===== src/sv/sfs_pkg.sv =====
package sfs_pkg;

	// Sizing of the flow stack and the address path
	localparam int STACK_DEPTH = 8;
	localparam int ADDR_W      = 32;
	localparam int DEPTH_W     = $clog2(STACK_DEPTH + 1);
	localparam int PTR_W       = (STACK_DEPTH > 1) ? $clog2(STACK_DEPTH) : 1;
	localparam int COUNT_W     = 16;

	// Variable-length number decoding
	localparam int NUM_W       = 28;
	localparam int NUM_BYTES_W = 3;
	localparam int MAX_NUM_BYTES = 4;

	typedef enum logic [2:0] {
		ACT_RESTART    = 3'd0,
		ACT_CALL       = 3'd1,
		ACT_LOOP_START = 3'd2,
		ACT_LOOP_END   = 3'd3,
		ACT_RETURN     = 3'd4,
		ACT_NUMBER     = 3'd5
	} action_t;

	typedef struct packed {
		logic [2:0]         action;
		logic [ADDR_W-1:0]  jump_offset;
		logic [COUNT_W-1:0] loop_count;
		logic [7:0]         data_byte;
	} in_item_t;

	typedef struct packed {
		logic              accepted;
		logic [ADDR_W-1:0] position;
		logic [NUM_W-1:0]  number_value;
		logic              number_done;
	} out_item_t;

	// Flow-control result from the stack unit
	typedef struct packed {
		logic              accepted;
		logic [ADDR_W-1:0] position;
	} flow_res_t;

	// Number decoder result
	typedef struct packed {
		logic [NUM_W-1:0] value;
		logic             done;
	} num_res_t;

endpackage


===== src/sv/sfs_ctrl.sv =====
module sfs_ctrl
	import sfs_pkg::*;
(
	input  logic              clk,
	input  logic              arst_n,
	input  logic              fire,
	input  in_item_t          item,
	input  logic [ADDR_W-1:0] base_address,
	output flow_res_t         res
);

	logic [ADDR_W-1:0]  pos_q;
	logic [DEPTH_W-1:0] depth_q;
	logic [ADDR_W-1:0]  ret_q [STACK_DEPTH];
	logic [COUNT_W-1:0] cnt_q [STACK_DEPTH];

	logic               full, empty;
	logic [PTR_W-1:0]   top_idx, push_idx;
	logic [DEPTH_W-1:0] top_depth;
	logic [COUNT_W-1:0] cnt_dec;

	// Next-state values
	logic [ADDR_W-1:0]  pos_d;
	logic [DEPTH_W-1:0] depth_d;
	logic               ok;
	logic               clear_all, push_ret, push_cnt, store_cnt;

	assign full      = (depth_q == DEPTH_W'(STACK_DEPTH));
	assign empty     = (depth_q == '0);
	assign top_depth = depth_q - DEPTH_W'(1);
	assign top_idx   = top_depth[PTR_W-1:0];
	assign push_idx  = depth_q[PTR_W-1:0];
	assign cnt_dec   = (cnt_q[top_idx] != '0) ? cnt_q[top_idx] - COUNT_W'(1) : '0;

	// Action decode
	always_comb begin
		pos_d     = pos_q;
		depth_d   = depth_q;
		ok        = 1'b0;
		clear_all = 1'b0;
		push_ret  = 1'b0;
		push_cnt  = 1'b0;
		store_cnt = 1'b0;
		case (item.action)
			ACT_RESTART: begin
				clear_all = 1'b1;
				pos_d     = base_address;
				depth_d   = '0;
				ok        = 1'b1;
			end
			ACT_CALL: begin
				if (!full) begin
					push_ret = 1'b1;
					depth_d  = depth_q + DEPTH_W'(1);
					pos_d    = base_address + item.jump_offset;
					ok       = 1'b1;
				end
			end
			ACT_LOOP_START: begin
				if (!full) begin
					push_ret = 1'b1;
					push_cnt = 1'b1;
					depth_d  = depth_q + DEPTH_W'(1);
					ok       = 1'b1;
				end
			end
			ACT_LOOP_END: begin
				if (!empty) begin
					// count runs out: drop the frame, else loop back
					if (cnt_dec == '0) begin
						depth_d = top_depth;
					end else begin
						store_cnt = 1'b1;
						pos_d     = ret_q[top_idx];
					end
					ok = 1'b1;
				end
			end
			ACT_RETURN: begin
				if (!empty) begin
					depth_d = top_depth;
					pos_d   = ret_q[top_idx];
					ok      = 1'b1;
				end
			end
			ACT_NUMBER: begin
				pos_d = pos_q + ADDR_W'(1);
				ok    = 1'b1;
			end
			default: begin
			end
		endcase
	end

	// Position and depth
	always_ff @(posedge clk or negedge arst_n) begin
		if (!arst_n) begin
			pos_q   <= '0;
			depth_q <= '0;
		end else if (fire) begin
			pos_q   <= pos_d;
			depth_q <= depth_d;
		end
	end

	// Stack storage, cleared as a whole on restart
	always_ff @(posedge clk or negedge arst_n) begin
		if (!arst_n) begin
			for (int i = 0; i < STACK_DEPTH; i++) begin
				ret_q[i] <= '0;
				cnt_q[i] <= '0;
			end
		end else if (fire) begin
			if (clear_all) begin
				for (int i = 0; i < STACK_DEPTH; i++) begin
					ret_q[i] <= '0;
					cnt_q[i] <= '0;
				end
			end else begin
				if (push_ret) ret_q[push_idx] <= pos_q;
				if (push_cnt) cnt_q[push_idx] <= item.loop_count;
				if (store_cnt) cnt_q[top_idx] <= cnt_dec;
			end
		end
	end

	assign res.accepted = ok;
	assign res.position = pos_d;

endmodule


===== src/sv/sfs_num.sv =====
module sfs_num
	import sfs_pkg::*;
(
	input  logic     clk,
	input  logic     arst_n,
	input  logic     fire,
	input  in_item_t item,
	output num_res_t res
);

	logic [NUM_W-1:0]       acc_q, acc_d, acc_shift;
	logic [NUM_BYTES_W-1:0] nbytes_q, nbytes_d, nbytes_inc;
	logic                   more;

	assign more       = item.data_byte[7];
	assign acc_shift  = {acc_q[NUM_W-8:0], item.data_byte[6:0]};
	assign nbytes_inc = nbytes_q + NUM_BYTES_W'(1);

	// One byte of a variable-length number, most significant group first
	always_comb begin
		acc_d     = acc_q;
		nbytes_d  = nbytes_q;
		res.value = '0;
		res.done  = 1'b0;
		if (item.action == ACT_RESTART) begin
			acc_d    = '0;
			nbytes_d = '0;
		end else if (item.action == ACT_NUMBER) begin
			if (nbytes_q == '0) begin
				if (!more) begin
					res.done  = 1'b1;
					res.value = NUM_W'(item.data_byte);
				end else begin
					acc_d    = NUM_W'(item.data_byte[6:0]);
					nbytes_d = NUM_BYTES_W'(1);
				end
			end else begin
				acc_d    = acc_shift;
				nbytes_d = nbytes_inc;
				if (!more) begin
					res.done  = 1'b1;
					res.value = acc_shift;
				end else if (nbytes_inc >= NUM_BYTES_W'(MAX_NUM_BYTES)) begin
					// overflow: still set after the last allowed byte
					res.done = 1'b1;
				end
				if (res.done) begin
					acc_d    = '0;
					nbytes_d = '0;
				end
			end
		end
	end

	always_ff @(posedge clk or negedge arst_n) begin
		if (!arst_n) begin
			acc_q    <= '0;
			nbytes_q <= '0;
		end else if (fire) begin
			acc_q    <= acc_d;
			nbytes_q <= nbytes_d;
		end
	end

endmodule


===== src/sv/sequence_flow_stack_top.sv =====
// Control-flow unit for a sequence reader: read position, return/loop stack
// and variable-length number decoder. Each transaction carries one action;
// every action yields exactly one result transaction. Throughput is one
// action per cycle unless the receiver stalls; an action passes the input
// register, then the result register, with position, stack depth and stack
// entries updated between them. The user is to write base_address via
// cfg_we/cfg_wdata only while no transaction is in flight (not enforced by
// the block); restart loads it into the position, clears stack and decoder.
module sequence_flow_stack_top
	import sfs_pkg::*;
(
	input  logic              clk,
	input  logic              arst_n,
	input  logic              in_valid,
	output logic              in_ready,
	input  in_item_t          in_data,
	output logic              out_valid,
	input  logic              out_ready,
	output out_item_t         out_data,
	input  logic              cfg_we,
	input  logic [ADDR_W-1:0] cfg_wdata
);

	logic [ADDR_W-1:0] base_q;
	in_item_t          item_s1;
	logic              valid_s1;
	logic              adv;
	logic              in_fire;
	flow_res_t         flow_res;
	num_res_t          num_res;
	out_item_t         out_q;
	logic              out_valid_q;

	assign adv      = valid_s1 && (!out_valid_q || out_ready);
	assign in_ready = !valid_s1 || adv;
	assign in_fire  = in_valid && in_ready;

	// Config register
	always_ff @(posedge clk or negedge arst_n) begin
		if (!arst_n) begin
			base_q <= '0;
		end else if (cfg_we) begin
			base_q <= cfg_wdata;
		end
	end

	// Input register
	always_ff @(posedge clk or negedge arst_n) begin
		if (!arst_n) begin
			valid_s1 <= 1'b0;
		end else begin
			valid_s1 <= in_fire || (valid_s1 && !adv);
		end
	end

	always_ff @(posedge clk) begin
		if (in_fire) item_s1 <= in_data;
	end

	sfs_ctrl u_ctrl (
		.clk          (clk),
		.arst_n       (arst_n),
		.fire         (adv),
		.item         (item_s1),
		.base_address (base_q),
		.res          (flow_res)
	);

	sfs_num u_num (
		.clk    (clk),
		.arst_n (arst_n),
		.fire   (adv),
		.item   (item_s1),
		.res    (num_res)
	);

	// Result register
	always_ff @(posedge clk or negedge arst_n) begin
		if (!arst_n) begin
			out_valid_q <= 1'b0;
		end else if (adv) begin
			out_valid_q <= 1'b1;
		end else if (out_ready) begin
			out_valid_q <= 1'b0;
		end
	end

	always_ff @(posedge clk) begin
		if (adv) begin
			out_q.accepted     <= flow_res.accepted;
			out_q.position     <= flow_res.position;
			out_q.number_value <= num_res.value;
			out_q.number_done  <= num_res.done;
		end
	end

	assign out_valid = out_valid_q;
	assign out_data  = out_q;

	// Input stalls only when both registers are occupied
	a_stall_full: assert property (@(posedge clk) disable iff (!arst_n)
		!in_ready |-> (valid_s1 && out_valid_q))
		else $error("input stalled with free register");

	// Restart reports the base address as new position
	a_restart_pos: assert property (@(posedge clk) disable iff (!arst_n)
		(adv && item_s1.action == ACT_RESTART) |=>
		(out_q.accepted && out_q.position == $past(base_q)))
		else $error("restart result mismatch");

	// A completed number is always a successful action
	a_done_ok: assert property (@(posedge clk) disable iff (!arst_n)
		(out_valid_q && out_q.number_done) |-> out_q.accepted)
		else $error("number done without accept");

	// No value is reported unless a number completes
	a_value_zero: assert property (@(posedge clk) disable iff (!arst_n)
		(out_valid_q && !out_q.number_done) |-> (out_q.number_value == '0))
		else $error("stray number value");

endmodule


===== config.mk =====
export PLATFORM = sky130hd
export DESIGN_NAME = sequence_flow_stack_top
export DESIGN_NICKNAME = d
export VERILOG_FILES = /design/src/sv/sfs_pkg.sv /design/src/sv/sfs_ctrl.sv /design/src/sv/sfs_num.sv /design/src/sv/sequence_flow_stack_top.sv
export SDC_FILE = /design/constraint.sdc
export NUM_CORES = 1
export LEC_CHECK = 0
export BUFFER_PORTS_ARGS = -buffer_cell sky130_fd_sc_hd__clkbuf_2
export CORE_MARGIN = 3
export CORE_UTILIZATION = 40
export CTS_BUF_LIST = sky130_fd_sc_hd__clkbuf_2 sky130_fd_sc_hd__clkbuf_4 sky130_fd_sc_hd__clkbuf_8
export DETAILED_ROUTE_END_ITERATION = 8
export GPL_TIMING_DRIVEN = 1
export SYNTH_ARGS = -nofsm -noshare
export SYNTH_HDL_FRONTEND = slang
export SYNTH_SLANG_ARGS = --single-unit

===== constraint.sdc =====
create_clock -name clk -period 5.8 [get_ports clk]
set_clock_uncertainty 0.05 [all_clocks]
set_input_delay 0.58 -clock clk [delete_from_list [all_inputs] [get_ports clk]]
set_output_delay 0.58 -clock clk [all_outputs]
set_load 0.01 [all_outputs]

==> summary.txt <==
Global routing
  – Vias in the first global route: 26221
  – Pin count of the biggest net entering global routing: 176
  – Global-route wire length before repair: 162000 um
  – Total global-route track usage: 25.1%
  – Initial antenna violation count: 1
  – Grt ovf: 0

Place
  – Gpl congestion: 0.901
  – Dpl hpwl: 66100 um
  – Setup slack at placement: 0.733 ns
  – Placed Cells incl. Taps: 4220
  – Area after DPL: 33900 um^2
  – PortBufs: 159

Synth
  – Mapped Avg Cell Area: 10.1 um^2
  – Synth area leader: dfrtp_1
  – Ys Warns: 0
  – Top_reg_cell synth: dfrtp_1
  – Asr flop ratio synth: 79.8%
  – Synth cell count leaders: dfrtp_1 (478), nand2_1 (454), o21ai_0 (349)
  – Most common cell in the synthesized netlist: dfrtp_1
  – Post-synthesis sequential area ratio: 48.6%
  – Count of state elements after synthesis: 599
  – Top post-synthesis cells by area: dfrtp_1 (37%), edfxtp_1 (11%), mux2i_1 (7.6%), o21ai_0 (5.4%), nand2_1 (5.3%)
  – Post-synth EDFFs: 121
  – Cells after synthesis: 3184
  – Unique masters post-synth: 86
  – Post-synthesis cell area: 32100 um^2
  – Syn_nets: 3320
  – Synth top area share: 37.3%

CTS
  – Cts repair resizes: 0
  – Clock tree buffer depth: 3
  – Root buf cell: clkbuf_8
  – CTS tree: built
  – H-tree levels: 3
  – CTS clk-pin slew, worst paths: 0.06 ns
  – Post-CTS setup buffers: 0
  – Total CTS buffers: 103
  – Clock insertion delay at the later pin of the skew report: 0.76 ns
  – Clock sinks: 599
  – Hold buffers post-CTS: 77

Setup path
  – WP data arrival: 5.70 ns
  – CP endpoint kind: flop
  – Worst stage delay on the critical path: 0.82 ns
  – Top delay family on crit path: simple AND/OR/NAND/NOR gates
  – Req. time, crit path: 6.34 ns
  – Number of buffer and inverter stages on the critical path: 2
  – Crit-path max FO: 18
  – Critical-path top delay cell: nor4_4
  – Crit start category: flop
  – Crit Path Class: reg2reg
  – Crit-path cells: inv_1 > ha_4 > xor2_4 > mux4_2 > mux2i_1 > ha_1 > and3_1 > nand2_1 > or3_1 > a31o_2 > o21a_4 > nor4_4 > buf_12 > nor3_1 > a221o_1

Cells and area
  – Nets@finish: 3488
  – Synth-to-Final Area Change: 15.2%
  – Final cell count without fillers: 4491
  – Final Cell Area: 36900 um^2
  – Final core utilization: 46.6%
  – Layout cells sized above 1: 16.7%

Detailed routing
  – Antenna-violating nets left: 0
  – Via density: 5.96
  – Residual DRC: 0
  – Via count: 26772
  – Total wire length: 106000 um
  – Routed length on met1: 44700 um
  – Met2 routed WL: 50400 um
  – Per-cell routed wire length: 23.6 um
  – Drt pass-1 iters: 6
  – Met3 wire len: 6520 um
  – Initial DRC Count: 2505
  – Top Layer Used: met4

Floorplanning
  – Die H: 289 um
  – Ports: 160
  – Starting Density: 40.5%
  – Core area: 79300 um^2
  – Die X: 289 um
  – Die area: 83600 um^2
  – FP Rows: 103

Timing
  – Setup TNS: 0 ns
  – Final hold vios: 0
  – Tmin final: 5.17 ns
  – Relative slew slack: 20.7%
  – Fmax: 0.193 GHz
  – Final setup fails: 0
  – Actual slew at the worst max-slew pin: 1.18 ns
  – RSZ-0062 raised after global routing: false
  – Worst setup margin: 0.631 ns
  – Final period utilization: 89.1%
  – Slew Limit Fails: 0

Status
  – Outcome: complete, no violations

Hold path
  – Worst min-delay path category: in2reg

Power
  – Worst vdd ir: 868 uV
  – Leak: 0.0165 uW
  – Cell Pwr Density: 596 nW/um^2

Run
  – Max-cap violation count: 0
[path summary, 6_finish.rpt]
kind | slack [ns] | end | startpoint | cells past startpoint
max in group asynchronous | 3.76 | u_ctrl.pos_q[24] | arst_n | 3
min reg2reg | 0.43 | u_ctrl.ret_q[33] | u_ctrl.ret_q[33] | 2
max reg2reg | 0.63 | u_ctrl.cnt_q[16] | u_ctrl.depth_q[1] | 15
min in group asynchronous | 0.45 | u_ctrl.cnt_q[124] | arst_n | 2
max | 0.63 | u_ctrl.cnt_q[16] | u_ctrl.depth_q[1] | 15
min | 0.04 | base_q[2] | cfg_wdata[2] | 3
[report_power, final]
group / internal, uW / total, uW / switching [uW]
combinational: 3870 / 11000 / 7090
clock: 2290 / 4190 / 1900
sequential: 5730 / 6880 / 1150
[cell families after synthesis]
family          Yosys count  synth area share [%]
compound gates          879                  18.1
xor+xnor                 55                  1.58
fa+ha+maj                40                  1.58
buf+inv                 304                  4.19
flops                   599                  48.6
mux                     323                  12.0
simple gates            984                  13.9
[worst register-to-register path, cell delays in order, from the launching register on]
cell and delay [ns]:
dfrtp_1 0.42, inv_1 0.22, ha_4 0.26, xor2_4 0.31, mux4_2 0.36, mux2i_1 0.38
ha_1 0.25, and3_1 0.23, nand2_1 0.15, or3_1 0.44, a31o_2 0.30, o21a_4 0.20
nor4_4 0.82, buf_12 0.25, nor3_1 0.07, a221o_1 0.30
[sequential cells by signal (all words and copies together), names as in the netlist]
name / flops
out_valid: 1
out_data: 62
valid_s1: 1
base_q: 32
u_ctrl.cnt_q: 128
u_ctrl.pos_q: 32
item_s1: 59
u_ctrl.depth_q: 4
u_num.nbytes_q: 3
u_ctrl.ret_q: 256
u_num.acc_q: 21
[layer usage]
layer / vias to the layer above / track usage [%]
met4: 0 / 10.6
met2: 1082 / 40.5
met1: 13355 / 33.7
met3: 255 / 3.97
li1: 12080 / -
met5: - / 0
[placed cells by master (no fill, tap or decap), types with 14 or more instances in the layout]
cell / instances
a21o_1: 14
a221oi_1: 16
inv_1: 32
clkbuf_2: 158
nand3_1: 42
mux4_2: 37
buf_4: 91
mux2_2: 37
nand2_1: 452
clkbuf_8: 123
a22oi_1: 18
a211oi_1: 20
dlygate4sd3_1: 77
a21oi_1: 140
o21ai_0: 349
mux2i_1: 242
o22ai_1: 16
o211ai_1: 19
and2_1: 39
nor2_1: 171
clkbuf_4: 38
o21a_1: 22
nor3_1: 152
a22o_1: 24
xnor2_1: 34
and3_1: 30
dfrtp_1: 477
a31oi_1: 17
clkinv_2: 14
a221o_1: 133
ha_1: 38
xor2_1: 19
edfxtp_1: 121
[area by class of cell]
type                       instances  area, um^2
antenna                            2        5.00
clock buffer                     161        1980
clock inverter                    31         278
fill                            7473       42300
inverter                          36         138
multi-input combinational       2281       15300
sequential                       599       15600
tap                             1050        1310
timing repair buffer             331        2340
[stage by stage]
| step | power, uW | hold WS [ns] |
|---|---|---|
| 5_1_grt | 23300 | 0.0272 |
| 6_report | 22000 | 0.0414 |
| 3_5_place_dp | 17700 | 0.415 |
| 4_1_cts | 21900 | 0.000767 |
| 2_1_floorplan | 14000 | 0.234 |
| 3_3_place_gp | 17500 | 0.404 |
Note: power is estimated with default switching activity, not from simulation.
